## src/rtl/core/edr_pkg.sv

```systemverilog
// ----------------------------------------------------------------------------
// edr_pkg
// Shared constants and command codes of the distance and range check block.
// ----------------------------------------------------------------------------
package edr_pkg;

  localparam int COORD_WIDTH     = 24;
  localparam int LIMIT_WIDTH     = 26;
  localparam int LIMIT_MAG_WIDTH = LIMIT_WIDTH - 1;
  localparam int LIMIT_SQ_WIDTH  = 2 * LIMIT_MAG_WIDTH;
  localparam int CMD_WIDTH       = 2;

  localparam logic [CMD_WIDTH-1:0] CMD_DIST3D  = 2'd0;
  localparam logic [CMD_WIDTH-1:0] CMD_RANGE3D = 2'd1;
  localparam logic [CMD_WIDTH-1:0] CMD_DIST2D  = 2'd2;

endpackage

```

## src/rtl/core/edr_sqrt.sv

```systemverilog
// ----------------------------------------------------------------------------
// edr_sqrt
// Pipelined floor square root, one result bit per register stage.
// ----------------------------------------------------------------------------
module edr_sqrt #(
  parameter int CoordWidth = edr_pkg::COORD_WIDTH
) (
  input  logic                    clk_i,
  input  logic                    rst_ni,
  input  logic                    valid_i,
  output logic                    ready_o,
  input  logic [2*CoordWidth+1:0] rem_i,
  input  logic                    within_i,
  output logic                    valid_o,
  input  logic                    ready_i,
  output logic [CoordWidth:0]     root_o,
  output logic                    within_o
);

  localparam int RootWidth = CoordWidth + 1;
  localparam int RemWidth  = 2 * CoordWidth + 2;

  logic [RootWidth-1:0] valid_q;
  logic [RootWidth:0]   rdy;
  logic [RemWidth-1:0]  rem_q    [RootWidth-1];
  logic [RootWidth-1:0] root_q   [RootWidth];
  logic                 within_q [RootWidth];

  assign rdy[RootWidth] = ready_i;
  assign ready_o        = rdy[0];

  for (genvar s = 0; s < RootWidth; s++) begin : g_stage
    localparam int Bit = RootWidth - 1 - s;

    logic [RemWidth-1:0]  rem_in;
    logic [RootWidth-1:0] root_in;
    logic                 within_in;
    logic                 valid_in;
    logic [RemWidth-1:0]  trial;
    logic                 take;
    logic [RootWidth-1:0] root_d;

    if (s == 0) begin : g_first
      assign rem_in    = rem_i;
      assign root_in   = '0;
      assign within_in = within_i;
      assign valid_in  = valid_i;
    end else begin : g_next
      assign rem_in    = rem_q[s-1];
      assign root_in   = root_q[s-1];
      assign within_in = within_q[s-1];
      assign valid_in  = valid_q[s-1];
    end

    assign rdy[s]  = !valid_q[s] || rdy[s+1];
    assign trial   = (RemWidth'(root_in) << (Bit + 1)) | (RemWidth'(1) << (2 * Bit));
    assign take    = rem_in >= trial;
    assign root_d  = take ? (root_in | (RootWidth'(1) << Bit)) : root_in;

    always_ff @(posedge clk_i or negedge rst_ni) begin
      if (!rst_ni) begin
        valid_q[s] <= 1'b0;
      end else if (rdy[s]) begin
        valid_q[s] <= valid_in;
      end
    end

    always_ff @(posedge clk_i) begin
      if (rdy[s] && valid_in) begin
        root_q[s]   <= root_d;
        within_q[s] <= within_in;
      end
    end

    if (s < RootWidth - 1) begin : g_rem
      logic [RemWidth-1:0] rem_d;

      assign rem_d = take ? (rem_in - trial) : rem_in;

      always_ff @(posedge clk_i) begin
        if (rdy[s] && valid_in) begin
          rem_q[s] <= rem_d;
        end
      end
    end
  end

  assign valid_o  = valid_q[RootWidth-1];
  assign root_o   = root_q[RootWidth-1];
  assign within_o = within_q[RootWidth-1];

endmodule

```

## config.mk

```make
export PLATFORM = sky130hd
export DESIGN_NAME = edr_sqrt
export DESIGN_NICKNAME = d
export VERILOG_FILES = /design/src/rtl/core/edr_pkg.sv /design/src/rtl/core/edr_sqrt.sv
export SDC_FILE = /design/constraint.sdc
export NUM_CORES = 2
export LEC_CHECK = 0
export ABC_AREA = 1
export BUFFER_PORTS_ARGS = -buffer_cell sky130_fd_sc_hd__clkbuf_2
export CELL_PAD_IN_SITES_DETAIL_PLACEMENT = 0
export CELL_PAD_IN_SITES_GLOBAL_PLACEMENT = 1
export CORE_MARGIN = 3
export CORE_UTILIZATION = 52
export DETAILED_ROUTE_END_ITERATION = 8
export GPL_TIMING_DRIVEN = 1
export HOLD_SLACK_MARGIN = 0.06
export PLACE_DENSITY_LB_ADDON = 0.15
export SYNTH_ARGS = -nofsm -noshare
export SYNTH_HDL_FRONTEND = slang
export SYNTH_SLANG_ARGS = --single-unit
export TNS_END_PERCENT = 50
```

## constraint.sdc

```tcl
create_clock -name clk_i -period 5.2 [get_ports clk_i]
set_input_delay 0.52 -clock clk_i [delete_from_list [all_inputs] [get_ports clk_i]]
set_output_delay 0.52 -clock clk_i [all_outputs]
set_load 0.02 [all_outputs]
```

== After elaboration in Yosys (flattened, before gate mapping) ==
Memory sizes are Yosys's and may differ from the RTL's.
Cells that the tools add are included.
W data, S select, Z words.

* Register bits after elaboration: 25
* RAM bits: 1850
* Input bits: 55
* Output and inout port bits: 28
* Logic and storage cells: 251
* Memories kept: 3

{| class="wikitable"
|+ Memory list
! name !! words !! width !! rd ports !! clocked after memory_dff !! wr ports !! line !! text
|-
| rem_q || 24 || 50 || 24 || 0 || 24 || edr_sqrt.sv:25 || <nowiki>logic [RemWidth-1:0] rem_q [RootWidth-1];</nowiki>
|-
| root_q || 25 || 25 || 25 || 0 || 25 || edr_sqrt.sv:26 || <nowiki>logic [RootWidth-1:0] root_q [RootWidth];</nowiki>
|-
| within_q || 25 || 1 || 25 || 0 || 25 || edr_sqrt.sv:27 || <nowiki>logic within_q [RootWidth];</nowiki>
|}

* Add/subtract/negate cells: 24
* Magnitude comparators: 25
* Mux-type cells: 99
* Reduce and logical (&&, ||, !) cells: 75

{| class="wikitable"
|+ Operator list
! kind !! count
|-
| $mux W50 || 24
|-
| $mux W1 || 51
|-
| $ge A50 B26 Y1 || 1
|-
| $ge A50 B27 Y1 || 1
|-
| $ge A50 B28 Y1 || 1
|-
| $ge A50 B29 Y1 || 1
|-
| $ge A50 B30 Y1 || 1
|-
| $ge A50 B31 Y1 || 1
|-
| $ge A50 B32 Y1 || 1
|-
| $ge A50 B33 Y1 || 1
|-
| $ge A50 B34 Y1 || 1
|-
| $ge A50 B35 Y1 || 1
|-
| $ge A50 B36 Y1 || 1
|-
| $ge A50 B37 Y1 || 1
|-
| $ge A50 B38 Y1 || 1
|-
| $ge A50 B39 Y1 || 1
|-
| $ge A50 B40 Y1 || 1
|-
| $ge A50 B41 Y1 || 1
|-
| $ge A50 B42 Y1 || 1
|-
| $ge A50 B43 Y1 || 1
|-
| $ge A50 B44 Y1 || 1
|-
| $ge A50 B45 Y1 || 1
|-
| $ge A50 B46 Y1 || 1
|-
| $ge A50 B47 Y1 || 1
|-
| other kinds (54) || 126
|}

== Logic depth before layout (Yosys ltp) ==
* Depth in word-level cells: 29
* Mapped depth: 19

== Least setup slack after synthesis ==
No wires, ideal clock.

* Kind: input-to-reg
* Start: input ready_i
* End: memory rem_q[2][200] in the netlist's numbering, enable pin
* Data arrival time: 3857 ps
* Data required time: 4696 ps
* Slack: 840 ps
* Stages: 6
* Buffers on the path: 0
* Path through: inv_1 -> nand4_2 -> nor2_4 -> inv_1 -> nor2_1 -> nor2_1

{| class="wikitable"
|+ RTL lines
! item !! line !! text
|-
| start, declared || edr_sqrt.sv:15 || <nowiki>input logic ready_i,</nowiki>
|-
| end, declared || edr_sqrt.sv:25 ||
|}

== Final worst setup path ==
* Start: input ready_i
* End: output ready_o

* Longest elaborated chain between the ends: 25

{| class="wikitable"
|+ Ends and longest elaborated chain
! item !! line !! text
|-
| $logic_or A1 B1 Y1 (25 in series) || edr_sqrt.sv:55 || <nowiki>assign rdy[s] = !valid_q[s] || rdy[s+1];</nowiki>
|-
| end, declared || edr_sqrt.sv:11 || <nowiki>output logic ready_o,</nowiki>
|}

No other way between the ends.

==> impl.org <==
** Run status
- The run finished with clean final reports.

** Logic synthesis
- The average instance in the mapped netlist occupies 11.1 um^2.
- Count of unique library cells instantiated by Yosys :: 79
- Area share of the leading cell type in the synthesized netlist :: 60.5%
- Fraction of registers with async set or reset after synthesis :: 1.59%
- Summed over all instances, the cell type with the most area after synthesis is sky130_fd_sc_hd__edfxtp_1.
- In the post-synthesis netlist, the biggest area contributors are sky130_fd_sc_hd__edfxtp_1 (61%), sky130_fd_sc_hd__ha_1 (5.6%), sky130_fd_sc_hd__inv_1 (4.8%).
- Cell count after synthesis :: 6936
- In the synthesized netlist, the cells that appear most often are sky130_fd_sc_hd__edfxtp_1 (1550), sky130_fd_sc_hd__inv_1 (982), sky130_fd_sc_hd__nand2_1 (931), sky130_fd_sc_hd__nor2_1 (737), sky130_fd_sc_hd__a21oi_1 (425).
- Portion of the post-synthesis area used by sequential elements :: 61.3%
- Counting flops and latches in the post-synthesis netlist gives 1575.
- The mapped netlist covers 76900 um^2.
- The most used flip-flop cell after synthesis is sky130_fd_sc_hd__edfxtp_1.
- Number of synthesized flops with an enable pin :: 1550
- Synthesis produced a netlist with a net count of 7337.
- Most common cell in the synthesized netlist :: sky130_fd_sc_hd__edfxtp_1
- For this run, the number of Yosys warnings is 0.

** Floorplanning
- Core Box Area :: 146000 um^2
- Top-level port count :: 83
- Cell Rows :: 140
- The floorplan step set the die height to 391 um.
- The die covers 153000 um^2.
- Once the floorplan was initialized, standard cells occupied 52.6% of the core.
- DIE WIDTH :: 391 um

** Setup path
- The critical path starts at ready_i.
- Reg2reg start :: root_q[1][105]$_DFFE_PP_
- Critical Path End Type :: output port
- The worst setup path is launched from an input pin.
- Required time reported for the critical path endpoint :: 4.68 ns
- Following the worst setup path forward leads to its endpoint at ready_o.
- Along the worst path, the maximum fanout reaches 4.
- The worst register-to-register path has a setup slack of 1.32 ns.
- Arrival time worst endpoint :: 3.39 ns
- Number of cells on the worst reg-to-reg path :: 12
- In this run the critical register-to-register path is captured at rem_q[2][290]$_DFFE_PP_.
- Setup Crit Path Kind :: in -> out

** CTS
- After clock tree synthesis, the clock-pin slew on the worst setup and hold paths is 0.06 ns.
- Once the clock tree was built, the resizer swapped 0 gates to a different size.
- TritonCTS created 164 clock buffers.
- Maximum level of the CTS H-tree :: 4
- Library cell used as clock root buffer :: sky130_fd_sc_hd__clkbuf_16
- Clock network latency to the later pin of the worst-skew pair :: 0.80 ns
- The clock passes through at most 3 buffers.
- TritonCTS built the clock tree.
- In this run the post-CTS setup repair buffer count came out at 0.
- # hold bufs at CTS :: 55
- Total number of clock tree sinks :: 1575

** Power and ir drop
- The design draws 45.4 mW.
- Power spread over the standard cell area amounts to 529 nW/um^2.
- Maximum vdd ir drop :: 0.346 mV
- Static Leakage :: 33.4 nW

** Detailed routing
- The detail route stage leaves a number of antenna-violating nets equal to 0.
- The detailed router finished its first iteration with 3502 violations.
- The first detailed-routing pass took 6 iterations.
- Vias post-DR :: 49500
- Post-route DRC :: 0
- In the final routed layout, each cell accounts on average for 18.3 um.
- After detailed routing, the number of vias per cell comes to 5.35.
- Routed Wire Length :: 170 mm

** STA
- Total of endpoints with negative setup slack in the final report :: 0
- The worst path needs 3.91 ns of the cycle, external delays included.
- Headroom to the max-slew limit came out at 20.8%.
- At the pin with the least slew margin, the transition time is 1.19 ns.
- Setup Skew :: 0.0557 ns
- Derived from the worst setup path, the maximum achievable clock frequency is 256 MHz.
- The final number of max-transition violations is 0.
- Setup repair after global routing left no endpoint under its margin.
- Final cycle utilization of the critical path :: 75.2%
- In the final timing run, aggregate negative setup slack is 0 ns.
- Number of hold violations in the final report :: 0

** Placed design
- At the end of routability-driven placement, the weighted congestion stood at 0.937.
- After legalization and detailed placement, the total HPWL measured 132 mm.
- Once placement finished, the instance area stood at 79700 um^2.
- Cell count after placement :: 8901
- Total of buffers placed on input and output ports :: 82

** Cells and area
- The post-route netlist has 7.31% of its cells at a drive strength greater than 1.
- Relative to the synthesized area, the layout overhead comes to 11.5%.
- Non-filler cells, final :: 9254
- Count of inserted antenna diode cells :: 0
- Cells fill 58.6% of the core in the end.
- After routing the design area is 85700 um^2.
- Final #Nets :: 7606

** Flow run
- Max cap viols :: 0

** Global route
- Global-route wire length before repair :: 270 mm
- Antenna violations before repair :: 2
- The via count of the first global-routing pass was 49200.
- Global-route usage over all layers :: 22.6%
- GR Overflow Total :: 0
- Entering global routing, the biggest net connects 74 pins.

** Hold path
- Class of the worst hold path :: in -> async
## power by group
part,internal [mW],switching (mW),leakage [nW],total [mW]
clock,6.65,5.01,2.62,11.7
combinational,4.88,8.56,15.6,13.4
sequential,18.1,2.14,15.2,20.3
total,29.7,15.7,33.4,45.4
## per-stage QoR
step	worst slack [ns]	hold slack, ns
2_1_floorplan	0.840	0.224
6_report	1.29	0.287
4_1_cts	1.18	0.239
3_5_place_dp	1.45	0.405
5_1_grt	0.991	0.298
3_3_place_gp	1.40	0.405
## state kept, by name, indices dropped and copies added (netlist names)
name              flops
g_stage.valid_in     24
valid_o               1
within_q             25
rem_q              1200
root_q              325
## cell families (layout without fill, tap and decap cells)
logic type	count (synthesis)	in the layout	synth area share (%)
AND/OR/NAND/NOR	2362	2362	13.8
flip-flops	1575	1575	61.3
buffers and inverters	1065	1466	5.38
AO/OA/AOI/OAI	1054	1054	7.81
XOR/XNOR	534	534	6.08
adder cells (fa/ha/maj)	346	346	5.63
## layout make-up
cell class | count | area, um^2
Multi-Input combinational cell | 4296 | 25700
Tap cell | 1917 | 2400
Fill cell | 12100 | 60600
Inverter | 996 | 3740
Clock inverter | 101 | 1210
Sequential cell | 1575 | 47200
Timing Repair Buffer | 172 | 1240
Clock buffer | 197 | 4260
## layer usage
layer  wire (um)  GRT usage [%]  vias to the layer above
met5          25              0                        -
met4        4650           6.67                        4
met3        8340           4.09                      284
met2       82800           38.5                      983
met1       73900           29.5                    23500
li1            -              -                    24700
## worst min-delay path by stage
stage | start | to | slack, ns | depth (start not counted)
6_report | rst_ni | g_stage[1].valid_in$_DFFE_PN0P_ | 0.29 | 2
5_1_grt | rst_ni | g_stage[1].valid_in$_DFFE_PN0P_ | 0.30 | 2
4_1_cts | rst_ni | g_stage[22].valid_in$_DFFE_PN0P_ | 0.24 | 2
3_5_place_dp | within_q[0][7]$_DFFE_PP_ | within_q[1][0]$_DFFE_PP_ | 0.41 | 0
3_3_place_gp | within_q[0][0]$_DFFE_PP_ | within_q[0][1]$_DFFE_PP_ | 0.41 | 0
2_1_floorplan | rst_ni | g_stage[10].valid_in$_DFFE_PN0P_ | 0.22 | 0
## layout by cell type, fill, tap and decap left out, types with 9 or more instances in the layout
master | synthesis | final
sky130_fd_sc_hd__a211oi_1 | 11 | 11
sky130_fd_sc_hd__nor2_4 | 12 | 23
sky130_fd_sc_hd__o21ai_1 | 68 | 68
sky130_fd_sc_hd__o21a_1 | 19 | 19
sky130_fd_sc_hd__nor2_2 | 15 | 17
sky130_fd_sc_hd__dlygate4sd3_1 | 0 | 55
sky130_fd_sc_hd__clkbuf_2 | 0 | 82
sky130_fd_sc_hd__inv_1 | 982 | 970
sky130_fd_sc_hd__inv_2 | 13 | 25
sky130_fd_sc_hd__o21bai_1 | 14 | 14
sky130_fd_sc_hd__o21ai_2 | 16 | 16
sky130_fd_sc_hd__nor2_1 | 737 | 724
sky130_fd_sc_hd__clkbuf_16 | 0 | 164
sky130_fd_sc_hd__nand3_1 | 166 | 166
sky130_fd_sc_hd__o211ai_1 | 19 | 19
sky130_fd_sc_hd__bufinv_16 | 0 | 14
sky130_fd_sc_hd__o2111ai_1 | 17 | 17
sky130_fd_sc_hd__nand4_1 | 111 | 111
sky130_fd_sc_hd__nor4_1 | 161 | 161
sky130_fd_sc_hd__buf_4 | 14 | 34
sky130_fd_sc_hd__a21oi_2 | 19 | 19
sky130_fd_sc_hd__edfxtp_1 | 1550 | 1550
sky130_fd_sc_hd__or2_2 | 26 | 26
sky130_fd_sc_hd__clkinvlp_4 | 0 | 9
sky130_fd_sc_hd__xor2_1 | 298 | 298
sky130_fd_sc_hd__xnor2_1 | 236 | 236
sky130_fd_sc_hd__or4_1 | 27 | 27
sky130_fd_sc_hd__a21o_1 | 16 | 16
sky130_fd_sc_hd__nand2_1 | 931 | 931
sky130_fd_sc_hd__clkinv_1 | 0 | 31
sky130_fd_sc_hd__a21oi_1 | 425 | 424
sky130_fd_sc_hd__ha_1 | 346 | 346
sky130_fd_sc_hd__nor3_1 | 106 | 106
sky130_fd_sc_hd__dfrtp_1 | 25 | 25
sky130_fd_sc_hd__clkinv_2 | 0 | 23
sky130_fd_sc_hd__clkbuf_1 | 17 | 30
sky130_fd_sc_hd__o21ai_0 | 333 | 333
sky130_fd_sc_hd__a31oi_1 | 36 | 36
sky130_fd_sc_hd__clkinv_16 | 0 | 11
## critical path, cell delays in order
cell and delay, ns:
sky130_fd_sc_hd__dlygate4sd3_1 0.53, sky130_fd_sc_hd__clkbuf_2 0.10, sky130_fd_sc_hd__inv_1 0.07, sky130_fd_sc_hd__nand4_2 0.13, sky130_fd_sc_hd__nor2_4 0.18, sky130_fd_sc_hd__nand4_4 0.13, sky130_fd_sc_hd__nor2_4 0.18, sky130_fd_sc_hd__nand4_4 0.13
sky130_fd_sc_hd__nor2_4 0.18, sky130_fd_sc_hd__nand4_4 0.12, sky130_fd_sc_hd__nor2_4 0.19, sky130_fd_sc_hd__nand4_4 0.12, sky130_fd_sc_hd__nor2_4 0.20, sky130_fd_sc_hd__nand4_4 0.15, sky130_fd_sc_hd__nor2_4 0.20, sky130_fd_sc_hd__nand2_2 0.09
sky130_fd_sc_hd__clkbuf_2 0.16
(Power assumes the default switching activity.)
