<file path="config.mk">
export PLATFORM = sky130hd
export DESIGN_NAME = edr_diff
export DESIGN_NICKNAME = d
export VERILOG_FILES = /design/src/rtl/core/edr_pkg.sv /design/src/rtl/core/edr_diff.sv
export SDC_FILE = /design/constraint.sdc
export NUM_CORES = 1
export LEC_CHECK = 0
export BUFFER_PORTS_ARGS = -buffer_cell sky130_fd_sc_hd__buf_4
export CAP_MARGIN = 20
export CORE_UTILIZATION = 40
export DETAILED_ROUTE_END_ITERATION = 8
export PLACE_DENSITY = 0.69
export SKIP_LAST_GASP = 1
export SLEW_MARGIN = 20
export SYNTH_ARGS = -nofsm -noshare
export SYNTH_HDL_FRONTEND = slang
export SYNTH_SLANG_ARGS = --single-unit
export TNS_END_PERCENT = 1
</file>
<file path="constraint.sdc">
create_clock -name clk_i -period 3.5 [get_ports clk_i]
set_input_delay 0.525 -clock clk_i [delete_from_list [all_inputs] [get_ports clk_i]]
set_output_delay 0.525 -clock clk_i [all_outputs]
set_load 0.03 [all_outputs]
</file>
<file path="src/rtl/core/edr_pkg.sv">
// ----------------------------------------------------------------------------
// edr_pkg
// Shared constants and command codes of the distance and range check block.
// ----------------------------------------------------------------------------
package edr_pkg;

  localparam int COORD_WIDTH     = 24;
  localparam int LIMIT_WIDTH     = 26;
  localparam int LIMIT_MAG_WIDTH = LIMIT_WIDTH - 1;
  localparam int LIMIT_SQ_WIDTH  = 2 * LIMIT_MAG_WIDTH;
  localparam int CMD_WIDTH       = 2;

  localparam logic [CMD_WIDTH-1:0] CMD_DIST3D  = 2'd0;
  localparam logic [CMD_WIDTH-1:0] CMD_RANGE3D = 2'd1;
  localparam logic [CMD_WIDTH-1:0] CMD_DIST2D  = 2'd2;

endpackage

</file>
<file path="src/rtl/core/edr_diff.sv">
// ----------------------------------------------------------------------------
// edr_diff
// First stage: absolute coordinate differences and limit decode.
// ----------------------------------------------------------------------------
module edr_diff #(
  parameter int CoordWidth = edr_pkg::COORD_WIDTH
) (
  input  logic                                   clk_i,
  input  logic                                   rst_ni,
  input  logic                                   valid_i,
  output logic                                   ready_o,
  input  logic        [edr_pkg::CMD_WIDTH-1:0]   command_i,
  input  logic signed [CoordWidth-1:0]           from_x_i,
  input  logic signed [CoordWidth-1:0]           from_y_i,
  input  logic signed [CoordWidth-1:0]           from_z_i,
  input  logic signed [CoordWidth-1:0]           to_x_i,
  input  logic signed [CoordWidth-1:0]           to_y_i,
  input  logic signed [CoordWidth-1:0]           to_z_i,
  input  logic signed [edr_pkg::LIMIT_WIDTH-1:0] limit_i,
  output logic                                   valid_o,
  input  logic                                   ready_i,
  output logic        [CoordWidth-1:0]           dx_o,
  output logic        [CoordWidth-1:0]           dy_o,
  output logic        [CoordWidth-1:0]           dz_o,
  output logic [edr_pkg::LIMIT_MAG_WIDTH-1:0]    lim_mag_o,
  output logic                                   rng_en_o
);

  function automatic logic [CoordWidth-1:0] abs_diff(
    input logic [CoordWidth-1:0] a,
    input logic [CoordWidth-1:0] b
  );
    logic [CoordWidth:0] d;
    logic [CoordWidth:0] m;
    d = {a[CoordWidth-1], a} - {b[CoordWidth-1], b};
    m = d[CoordWidth] ? (~d + 1'b1) : d;
    return m[CoordWidth-1:0];
  endfunction

  logic                               valid_q;
  logic [CoordWidth-1:0]              dx_q, dy_q, dz_q;
  logic [CoordWidth-1:0]              dx_d, dy_d, dz_d;
  logic [edr_pkg::LIMIT_MAG_WIDTH-1:0] lim_mag_q;
  logic                               rng_en_q, rng_en_d;

  assign ready_o = !valid_q || ready_i;

  always_comb begin
    dx_d     = abs_diff(from_x_i, to_x_i);
    dz_d     = abs_diff(from_z_i, to_z_i);
    dy_d     = (command_i == edr_pkg::CMD_DIST2D) ? '0 : abs_diff(from_y_i, to_y_i);
    rng_en_d = (command_i == edr_pkg::CMD_RANGE3D) && !limit_i[edr_pkg::LIMIT_WIDTH-1];
  end

  always_ff @(posedge clk_i or negedge rst_ni) begin
    if (!rst_ni) begin
      valid_q <= 1'b0;
    end else if (ready_o) begin
      valid_q <= valid_i;
    end
  end

  always_ff @(posedge clk_i) begin
    if (ready_o && valid_i) begin
      dx_q      <= dx_d;
      dy_q      <= dy_d;
      dz_q      <= dz_d;
      lim_mag_q <= limit_i[edr_pkg::LIMIT_MAG_WIDTH-1:0];
      rng_en_q  <= rng_en_d;
    end
  end

  assign valid_o   = valid_q;
  assign dx_o      = dx_q;
  assign dy_o      = dy_q;
  assign dz_o      = dz_q;
  assign lim_mag_o = lim_mag_q;
  assign rng_en_o  = rng_en_q;

endmodule

</file>
# --- Yosys cells after proc, flatten, opt, wreduce, memory -nomap -nowiden ---
# Index checks and enable logic that the tools add are counted.
totals:
  wordCells: 25
  register_bits: 99
  output_inout_bits: 100
op_classes:
  n_bitwise: 3
  n_reduce_logical: 5
  n_addsub: 6
  n_mux: 3
  n_eq_ne: 2
op_table:
  columns: ["op", "n"]
  rows:
  - ["24-bit by 24-bit subtractor with 25-bit output", 3]
  - ["24-bit by 1-bit adder with 24-bit output, second input constant", 3]
  - ["24-bit two-way mux", 3]
  - ["24-bit inverter", 3]
  - ["2-bit by 1-bit == test with 1-bit output, second input constant", 1]
  - ["2-bit == test, second input constant", 1]
  - ["1-bit logical AND", 2]
  - ["1-bit zero test", 2]
  - ["1-bit logical OR", 1]

# --- Longest topological paths before layout ---
# Gate-level depths: netlist (run 1).
logic_depth:
  ltp_word: 4
  ltp_mapped: 15
  mapped_depth_nobuf: 14

# --- Least setup slack after synthesis (run 1) ---
# Ideal clock, no wire load.
synth_path:
  kind: "input -> register"
  from: "in ready_i"
  to: "reg dx_q[0], in the netlist dx_o[0], enable pin"
  slack_ps: -143
  path_buffers: 0
  setup_time_ps: 467
  stages: 2
  required_time_ps: 3033
  t_arrival_ps: 3176
  path_cell_list: "nand2b_1 and2_1"
synth_via:
  elab_chain_len: 2
synth_rtl:
  columns: ["item", "line_no", "source"]
  rows:
  - ["from (decl)", "edr_diff.sv:21", "input logic ready_i,"]
  - ["1-bit logical OR", "edr_diff.sv:46", "assign ready_o = !valid_q || ready_i;"]
  - ["1-bit logical AND", "edr_diff.sv:64", "if (ready_o && valid_i) begin"]
  - ["to (signal assigned)", "edr_diff.sv:65", "dx_q <= dx_d;"]
  - ["to (decl)", "edr_diff.sv:41", "logic [CoordWidth-1:0] dx_q, dy_q, dz_q;"]
# No other way between the ends.
# A chain may end at the register's enable or synchronous reset.

# --- Worst setup path after layout (run 1) ---
layout_path:
  from: "in from_x_i[0]"
  to: "reg dx_q[23], in the netlist dx_o[23] (data pin)"
layout_via:
  elab_chain_len: 4
layout_rtl:
  columns: ["item", "line_no", "source"]
  rows:
  - ["from (decl)", "edr_diff.sv:13", "input logic signed [CoordWidth-1:0] from_x_i,"]
  - ["24-bit by 24-bit subtractor with 25-bit output (*)", "edr_diff.sv:35", "d = {a[CoordWidth-1], a} - {b[CoordWidth-1], b};"]
  - ["24-bit inverter", "edr_diff.sv:36", "m = d[CoordWidth] ? (~d + 1'b1) : d;"]
  - ["24-bit by 1-bit adder with 24-bit output", "edr_diff.sv:36", null]
  - ["24-bit two-way mux (*)", "edr_diff.sv:36", null]
  - ["net dx_d[23]", "edr_diff.sv:42", "logic [CoordWidth-1:0] dx_d, dy_d, dz_d;"]
# The timed path passes the listed nets; every way through them passes the cells marked *.

==> results of run 1 <==
[flip-flops by register name (all words and copies together) (netlist names)]
signal     count
dy_o          24
rng_en_o       1
valid_o        1
lim_mag_o     25
dx_o          24
dz_o          24
[worst paths after layout]
path | from | endpoint | slack (ns)
max | from_x_i[0] | dx_o[23] | -0.04
min | limit_i[22] | lim_mag_o[22] | 0.34
max reg2reg | valid_o | dy_o[3] | 1.70
min reg2reg | valid_o | valid_o | 0.57
max in group asynchronous | rst_ni | valid_o | 2.93
min in group asynchronous | rst_ni | valid_o | 0.50
[where the power goes]
group / internal, mW / total [mW] / switching, mW
Clock: 0.516 / 1.00 / 0.487
Combinational: 1.17 / 2.53 / 1.37
Sequential: 1.53 / 1.58 / 0.0556
Total: 3.21 / 5.12 / 1.91
[stage by stage]
stage                     TNS, ns  std cells  worst slack (ns)  hold WS, ns  power [mW]
after global routing        -7.19       1752            -0.219        0.318        5.41
after global placement     -15.60       1733            -0.542        0.300        4.08
after CTS                 -0.0819       1752           -0.0486        0.323        5.15
final                      -0.144       1752           -0.0422        0.345        5.12
after detailed placement   -21.35       1733            -0.624        0.301        4.12
after floorplan            -0.482       1033            -0.132        0.229        3.11
[cells by family after synthesis]
logic type	after synthesis
AO/OA/AOI/OAI	317
adder cells (fa/ha/maj)	78
AND/OR/NAND/NOR	299
XOR/XNOR	104
multiplexers	3
buffers and inverters	133
flip-flops	99
[timing repair]
| item | CTS | global route |
|---|---|---|
| hold buffers | 1 | 0 |
| setup buffers | 2 | 0 |
| gates resized for setup | 3 | 1 |
| endpoints found under the setup margin | 13 | 63 |
| hold endpoints to repair | 1 | 0 |
| pin swaps | 10 | 2 |
[placed cells by master (no fill, tap or decap), types with 5 or more instances in the layout]
master	n
a211o_1	5
a211oi_1	15
a21o_1	25
a21oi_1	87
a311oi_1	5
a31oi_1	21
and2_1	6
and3_1	12
buf_4	443
clkbuf_16	9
edfxtp_1	98
ha_1	74
inv_1	105
nand2_1	67
nand2b_1	7
nand3_1	18
nand4_1	10
nor2_1	84
nor2b_1	15
nor3_1	22
o211ai_1	6
o21a_1	12
o21ai_0	47
o21ai_1	5
o21bai_1	5
o31a_1	5
o31ai_1	10
or3_1	9
xnor2_1	64
xor2_1	40
[metal layers]
layer / global-route usage / routed length (um) / vias to the layer above
li1: - / - / 4663
met4: 0.0702 / 564 / 2
met5: 0 / 5 / -
met3: 0.0454 / 1790 / 35
met1: 0.267 / 11500 / 4262
met2: 0.377 / 12700 / 345
[critical path, cell delays in order]
cell	delay, ns
buf_4	0.10
inv_1	0.07
ha_4	0.15
inv_1	0.06
fa_1	0.38
a21o_1	0.19
a221o_2	0.44
buf_4	0.17
a211o_1	0.30
a41oi_2	0.19
o21ai_1	0.14
xnor2_1	0.21
nor4b_4	0.28
a31o_1	0.20
a21oi_2	0.06
xor2_1	0.16
[area by class of cell]
cell class / count / area (sq um)
multi-input cells: 801 / 5790
flip-flops and latches: 99 / 2970
repair buffers: 446 / 3380
clock buffers: 10 / 239
inverters: 105 / 394
fillers: 2066 / 9530
clock inverters: 6 / 58.8
well taps: 285 / 357
==> flow_summary_export.csv, run 1 <==
group,metric,value,unit
synth,synth_area,9270,sq um
floorplanning,core_area,22700,sq um
sta,finClkSkew,0.00740,ns
floorplanning,start_util,0.408,
cts,cts_max_level,3,
global_routing,grt_pass1_vias,8749,
global_routing,overflow,0,
route,firstDrtPassIters,7,
sta,finalSetupViolations,7,
cts,cts_max_path_buffers,2,
cts,clk_latency,0.35,ns
synth,yosys.area_share.simple,0.171,
status,violations,"setup timing",
synth,ys_types,94,
cts,tritoncts,"yes",
synth,yosys_warnings,0,
floorplanning,die_w,154,um
route,final_antenna_net_count,0,
cts,path_clk_slew,0.08,ns
run,drv_cap,0,
synth,synth-compound-area-share,0.241,
synth,synthTopCellsByArea,"edfxtp_1, ha_1, xnor2_1, a21oi_1, inv_1",
power_and_ir_drop,powerDensity,389,nW/um^2
sta,rsz0062_at_grt,"true",
synth,syn_area_per_cell,8.98,sq um
finish,layout-drive-gt1-share,0.348,
cts,cts_buffers,9,
sta,hold_viol,0,
route,wl_per_cell,15.2,um
finish,fin_area,13200,sq um
setup_path,cp.arrival,3.65,ns
synth,synth_top_area_share,0.317,
sta,timing.fmax,0.282,GHz
global_routing,antenna_found_initial,0,
synth,async_reset_ff_frac,0.0101,
synth,synth_nets,1287,
setup_path,r2r_cells,3,
global_routing,grt_usage,0.217,
power_and_ir_drop,leakage,6.12,nW
sta,finalCritPeriodShare,1.01,
synth,synth.most_common_cell,"inv_1",
setup_path,start_kind,"primary input",
setup_path,critPathMaxFanout,6,
floorplanning,die_area,23800,sq um
synth,synth_commonest_cells,"inv_1, edfxtp_1, a21oi_1",
finish,nNetsFinal,1716,
setup_path,endpoint_kind,"flip-flop",
floorplanning,ios,276,
cts,cts.sinks,99,
sta,drv_slew,0,
status,outcome,"complete, but fails checks",
global_routing,grt_max_degree,67,
route,num_vias,9307,
placement,port-buffer-count,275,
placement,place_area,12800,sq um
synth,synth-edff-count,98,
setup_path,path_class,"primary input to flip-flop",
sta,layout_min_cycle_time,3.54,ns
sta,worstMarginPinSlew,0.644,ns
finish,postLayoutCoreUtil,0.580,
sta,relSlewSlack,0.567,
floorplanning,die_y,154,um
finish,diodes,0,
synth,synth_top_family_by_area,"compound AO/OA/AOI/OAI gates",
finish,areaGrowthSynthToFinish,42.1,%
setup_path,required,3.60,ns
route,drcViolationCount,0,
route,routed_wl,26600,um
synth,synth_fa_ha_area_frac,0.108,
synth,synth-xor-area-share,0.0982,
synth,synthFlopType,"edfxtp_1",
route,viasPerCell,5.31,
global_routing,grt_pass1_wl,41600,um
placement,routabilityCongestion,0.926,
placement,hpwl,21800,um
route,drtIter0Drc,439,
synth,yosysSeqAreaShare,0.320,
min_path,whs_path_depth,1,
min_path,hold_path_class,"primary input to flip-flop",
floorplanning,rows,55,
synth,synth_top_area_cell,"edfxtp_1",
sta,fin_ws,-0.0422,ns
synth,synth_mux_area_frac,0.00337,
synth,syn_inst,1033,
power_and_ir_drop,peakVddDrop,215,uV
synth,yosys_register_bits,99,
cts,root_buffer,"clkbuf_16",
No activity file was read; power rests on OpenSTA's default activity.
==> run 2, diff against run 1 <==
--- a/config.mk
+++ b/config.mk
@@ -7,9 +7,10 @@
 export LEC_CHECK = 0
 export BUFFER_PORTS_ARGS = -buffer_cell sky130_fd_sc_hd__buf_4
 export CAP_MARGIN = 20
+export CORE_ASPECT_RATIO = 1.75
 export CORE_UTILIZATION = 40
 export DETAILED_ROUTE_END_ITERATION = 8
-export PLACE_DENSITY = 0.69
+export PLACE_DENSITY = 0.72
 export SKIP_LAST_GASP = 1
 export SLEW_MARGIN = 20
 export SYNTH_ARGS = -nofsm -noshare
==> constraint.sdc (replaced) <==
create_clock -name clk_i -period 3.25 [get_ports clk_i]
set_input_delay 0.4875 -clock clk_i [delete_from_list [all_inputs] [get_ports clk_i]]
set_output_delay 0.4875 -clock clk_i [all_outputs]
set_load 0.03 [all_outputs]
==> run 2 against run 1 <==
The flow still finishes with violations (setup timing). Global-route usage increased by 1.3 points. Wire length rose by 3.7%. Worst hold slack worse by 0.029 ns. Sequential share of layout area is 1.3 points lower. Worst setup slack worse by 0.10 ns. Largest power group unchanged. Highest routed layer is now met4.
==> flow_summary_export.csv, run 2 (synthesis gave the netlist of run 1 again) <==
group,metric,value,unit
power_and_ir_drop,internal_power,3.74,mW
global_routing,grt_pass1_vias,9488,
global_routing,antenna_found_initial,0,
cts,cts_buffers,9,
setup_path,endpoint_kind,"flip-flop",
cts,clk_latency,0.34,ns
power_and_ir_drop,powerDensity,417,nW/um^2
floorplanning,die_area,23800,sq um
floorplanning,start_util,0.408,
sta,hold_viol,0,
route,routed_wl,27500,um
placement,pre_cts_ws,-0.722,ns
power_and_ir_drop,p_sw,2.08,mW
power_and_ir_drop,p_clk_frac,0.204,
sta,worstMarginPinSlew,0.584,ns
sta,layout_min_cycle_time,3.39,ns
route,wl_met3,1360,um
floorplanning,core_area,22700,sq um
route,final_antenna_net_count,0,
sta,finClkSkew,0.00650,ns
setup_path,cp_slowest_stage_delay,0.43,ns
route,drt-met1-wl,9500,um
setup_path,rrSetupSlack,1.54,ns
cts,root_buffer,"clkbuf_16",
power_and_ir_drop,peakVddDrop,250,uV
run,drv_cap,0,
setup_path,timing.rr.start,"valid_o",
floorplanning,die_w,117,um
sta,finalCritPeriodShare,1.04,
status,outcome,"complete, but fails checks",
power_and_ir_drop,p_seq_frac,0.292,
sta,timing.fmax,0.295,GHz
min_path,min_from,"limit_i[17]",
cts,cts_max_level,3,
cts,tritoncts,"yes",
route,top_layer,"met4",
route,wl_per_cell,15.0,um
setup_path,start_kind,"primary input",
placement,routabilityCongestion,0.918,
setup_path,crit_chain,"buf_6, inv_4, ha_4, inv_4, fa_2, a21o_1, a221o_2, buf_6, a21o_4, xor2_2, nor4_2, buf_4, nand3b_1, nor4_2, and2b_1, a21oi_1, xnor2_1",
min_path,hold_path_class,"primary input to flip-flop",
global_routing,overflow,0,
finish,final_cell_mix,"buf_4, inv_1, edfxtp_1, a21oi_1, nor2_1",
power_and_ir_drop,leakage,6.54,nW
route,drcViolationCount,0,
cts,cts_max_path_buffers,2,
sta,finalSetupViolations,36,
cts,cts.sinks,99,
placement,hpwl,23100,um
setup_path,r2r_end,"dx_o[1]",
sta,drv_slew,0,
global_routing,grt_usage,0.230,
route,num_vias,9724,
sta,rsz0062_at_grt,"true",
setup_path,cp.arrival,3.48,ns
setup_path,critPathMaxFanout,4,
finish,nNetsFinal,1790,
route,firstDrtPassIters,5,
setup_path,r2r_cells,3,
status,violations,"setup timing",
floorplanning,rows,73,
sta,fin_ws,-0.142,ns
route,viasPerCell,5.28,
finish,largest_reg_flops,25,
global_routing,grt_pass1_wl,42900,um
min_path,whs_path_depth,1,
finish,final_common_cell,"buf_4",
power_and_ir_drop,power,5.82,mW
placement,port-buffer-count,275,
route,wl_met2,15300,um
setup_path,required,3.34,ns
floorplanning,die_y,203,um
power_and_ir_drop,swShare,0.357,
cts,path_clk_slew,0.07,ns
setup_path,path_class,"primary input to flip-flop",
sta,relSlewSlack,0.608,
finish,areaGrowthSynthToFinish,50.7,%
route,drtIter0Drc,402,
finish,diodes,0,
finish,layout-drive-gt1-share,0.394,
min_path,min_to,"lim_mag_o[17]",
power_and_ir_drop,pwr-share-comb,0.505,
global_routing,grt_max_degree,70,
floorplanning,ios,276,
setup_path,slowest_stage,"a221o_2",
## run 2: per-stage QoR
step,util,hold WS (ns),TNS (ns),cells,cell area [sq um]
detailed placement,0.586,0.264,-34.10,1812,13300
CTS,0.607,0.304,-5.07,1834,13800
finish,0.614,0.316,-2.32,1841,14000
global route,0.614,0.296,-11.82,1841,14000
global placement,0.586,0.263,-28.77,1812,13300
floorplan,-,0.192,-8.69,1033,9280
## run 2: critical path, delay by kind of cell
kind	cells	cell delay [ns]
adders and majority gates	2	0.46
AOI/OAI and AO/OA	4	0.91
xor gates and xnor gates	2	0.28
buffers and inverters	5	0.49
and+or+nand+nor	4	0.84
## run 2: final cells by class
cell class / count / area (sq um)
multi-input cells: 801 / 5960
well taps: 300 / 375
fillers: 1943 / 8770
repair buffers: 520 / 3940
clock inverters: 5 / 85.1
flip-flops and latches: 99 / 2970
clock buffers: 11 / 243
inverters: 105 / 399
## run 2: worst max-delay path by stage
stage                      from        to  cells past startpoint
CTS                 from_x_i[0]  dx_o[23]                     16
detailed placement  from_y_i[0]  dy_o[23]                     17
global placement    from_x_i[0]  dx_o[23]                     16
global route        from_x_i[0]  dx_o[23]                     16
finish              from_x_i[0]  dx_o[18]                     17
floorplan           from_x_i[0]  dx_o[23]                     14
## run 2: repair_timing
action / CTS / global route
endpoints found under the setup margin: 64 / 68
endpoints found under the hold margin: 1 / 0
setup buffers: 5 / 7
hold buffers: 1 / 0
resized for setup: 22 / 17
pin swaps: 18 / 21
## run 2: power groups by stage
stage	Combinational [mW]	Clock (mW)	Sequential, mW
5_1_grt	3.17	1.25	1.71
2_1_floorplan	1.32	0	2.02
4_1_cts	2.88	1.21	1.70
3_5_place_dp	2.84	0	1.73
3_3_place_gp	2.78	0	1.72
6_report	2.94	1.19	1.70
## run 2: per-layer routing
layer	vias up	track usage
li1	4817	-
met1	4528	0.216
met2	303	0.455
met3	76	0.0366
met4	0	0.121
met5	-	0
==> run 3, diff against run 2 <==
--- a/config.mk
+++ b/config.mk
@@ -7,13 +7,15 @@
 export LEC_CHECK = 0
 export BUFFER_PORTS_ARGS = -buffer_cell sky130_fd_sc_hd__buf_4
 export CAP_MARGIN = 20
+export CELL_PAD_IN_SITES_DETAIL_PLACEMENT = 0
+export CELL_PAD_IN_SITES_GLOBAL_PLACEMENT = 2
 export CORE_ASPECT_RATIO = 1.75
-export CORE_UTILIZATION = 40
+export CORE_UTILIZATION = 28
 export DETAILED_ROUTE_END_ITERATION = 8
-export PLACE_DENSITY = 0.72
+export PLACE_DENSITY = 0.83
 export SKIP_LAST_GASP = 1
 export SLEW_MARGIN = 20
 export SYNTH_ARGS = -nofsm -noshare
 export SYNTH_HDL_FRONTEND = slang
 export SYNTH_SLANG_ARGS = --single-unit
-export TNS_END_PERCENT = 1
+export TNS_END_PERCENT = 5
==> run 3 against run 2 <==
The flow still finishes with violations (setup timing). Maximum frequency grew 0.90%. First-iteration DRC count decreased by 39%. Via count is 1.3% lower. Die area is 42% higher. Critical endpoint is now dy_o[21]. Largest power group unchanged. Sequential share of layout area down 0.36 points.
==> flow_summary_export.csv, run 3 (synthesis gave the netlist of run 1 again) <==
group,metric,value,unit
status,outcome,"complete, but fails checks",
status,violations,"setup timing",
global_routing,met2_usage,0.374,
cts,root_buffer,"clkbuf_16",
placement,port-buffer-count,275,
finish,nNetsFinal,1810,
setup_path,required,3.45,ns
finish,largest_reg_flops,25,
setup_path,crit_family,"simple AND/OR/NAND/NOR gates",
sta,drv_slew,0,
finish,areaGrowthSynthToFinish,53.3,%
sta,finClkSkew,0.00601,ns
placement,routabilityCongestion,0.898,
setup_path,critical_path_buf_inv_count,4,
floorplanning,ios,276,
sta,relSlewSlack,0.627,
sta,finalCritPeriodShare,1.03,
global_routing,grt_max_degree,54,
route,drcViolationCount,0,
setup_path,cp.arrival,3.57,ns
finish,final_common_cell,"buf_4",
route,viasPerCell,4.89,
run,drv_cap,0,
floorplanning,core_area,32400,sq um
sta,hold_viol,0,
finish,final_cell_mix,"buf_4, inv_1, edfxtp_1, nor2_1, a21oi_1",
cts,cts_max_path_buffers,2,
sta,timing.fmax,0.297,GHz
setup_path,path_class,"primary input to flip-flop",
route,routed_wl,30800,um
setup_path,crit_chain,"buf_6, inv_4, ha_4, inv_2, fa_2, a21o_1, a31o_4, a2111o_1, nand3_2, nand4b_1, nor4_2, buf_4, and3_4, a21oi_2, or2_1, a21oi_2",
sta,rsz0062_at_grt,"true",
power_and_ir_drop,leakage,6.60,nW
cts,cts_buffers,9,
cts,path_clk_slew,0.07,ns
cts,tritoncts,"yes",
floorplanning,die_y,243,um
route,num_vias,9598,
placement,hpwl,26100,um
sta,finalSetupViolations,23,
setup_path,cp_slowest_stage_delay,0.38,ns
cts,cts_max_level,3,
finish,fin_area,14200,sq um
finish,layout-drive-gt1-share,0.408,
setup_path,endpoint_kind,"flip-flop",
route,final_antenna_net_count,0,
placement,place_area,13500,sq um
global_routing,grt_usage,0.181,
global_routing,use_met1,0.173,
cts,cts.sinks,99,
floorplanning,die_area,33900,sq um
sta,layout_min_cycle_time,3.36,ns
route,wl_per_cell,15.7,um
setup_path,slowest_stage,"fa_2",
setup_path,start_kind,"primary input",
cts,clk_latency,0.35,ns
finish,postLayoutCoreUtil,0.438,
global_routing,overflow,0,
global_routing,grt_busiest_layer,"met2",
sta,fin_ws,-0.112,ns
sta,worstMarginPinSlew,0.556,ns
min_path,hold_path_class,"primary input to flip-flop",
global_routing,antenna_found_initial,3,
global_routing,grt_pass1_vias,9880,
finish,diodes,0,
global_routing,grt_pass1_wl,48700,um
setup_path,critPathMaxFanout,5,
floorplanning,rows,87,
power_and_ir_drop,peakVddDrop,192,uV
setup_path,crit_top_cell,"a21oi_2",
power_and_ir_drop,powerDensity,398,nW/um^2
route,drtIter0Drc,244,
route,firstDrtPassIters,5,
floorplanning,die_w,140,um
global_routing,grt_use_met3,0.0375,
floorplanning,start_util,0.286,
==> run 3: cell types whose count changed in the layout (fill, tap and decap cells not counted), moves of 2 or more <==
cell / delta
bufinv_16: -2
a21oi_2: +3
inv_1: -4
buf_4: +19
inv_4: +2
inv_2: +2
nand2_2: +2
a211oi_2: +2
a21oi_1: -3
nand2_1: -2
==> run 3: metrics by stage <==
step | setup slack, ns | hold WS, ns | instances | TNS [ns] | power, mW
2_1_floorplan | -0.344 | 0.192 | 1033 | -8.69 | 3.35
3_3_place_gp | -0.653 | 0.263 | 1918 | -34.95 | 4.57
3_5_place_dp | -0.729 | 0.265 | 1918 | -38.12 | 4.61
4_1_cts | -0.202 | 0.289 | 1950 | -4.22 | 5.66
5_1_grt | -0.294 | 0.288 | 1961 | -9.04 | 6.00
6_report | -0.112 | 0.307 | 1961 | -1.17 | 5.66
==> run 3: routing by layer <==
layer / wire [um] / vias to the layer above
li1: - / 4851
met5: 48 / -
met4: 762 / 6
met1: 11100 / 4457
met2: 17300 / 242
met3: 1640 / 42
==> run 3: timing repair <==
item / 4_1_cts / 5_1_grt
hold buffers: 1 / 0
hold endpoints to repair: 1 / 0
resized for setup: 29 / 25
pin swaps: 26 / 26
setup buffers: 15 / 12
endpoints found under the setup margin: 69 / 68
==> run 3: layout make-up <==
class | count | area [sq um]
tap | 400 | 500
multi-input combinational | 801 | 5970
inverter | 105 | 404
sequential | 99 | 2970
fill | 3329 | 18200
timing repair buffer | 540 | 4110
clock buffer | 11 | 233
clock inverter | 5 | 30.0
==> run 3: worst register-to-register path: stages (launching register included) <==
cell	delay, ns
dfrtp_1	0.38
nand2b_1	0.13
and2_4	0.27
buf_4	0.45
==> run 3: path summary, 6_finish.rpt <==
check	start	endpoint	slack, ns	cells after the start
max	from_y_i[0]	dy_o[21]	-0.11	16
min	limit_i[17]	lim_mag_o[17]	0.31	1
max reg2reg	valid_o	dy_o[8]	1.64	3
min reg2reg	valid_o	valid_o	0.57	2
max in group asynchronous	rst_ni	valid_o	2.73	2
min in group asynchronous	rst_ni	valid_o	0.44	2
==> run 3: where the power goes <==
group | internal [mW] | switching (mW)
clock network | 0.516 | 0.473
registers | 1.65 | 0.0615
logic | 1.40 | 1.56
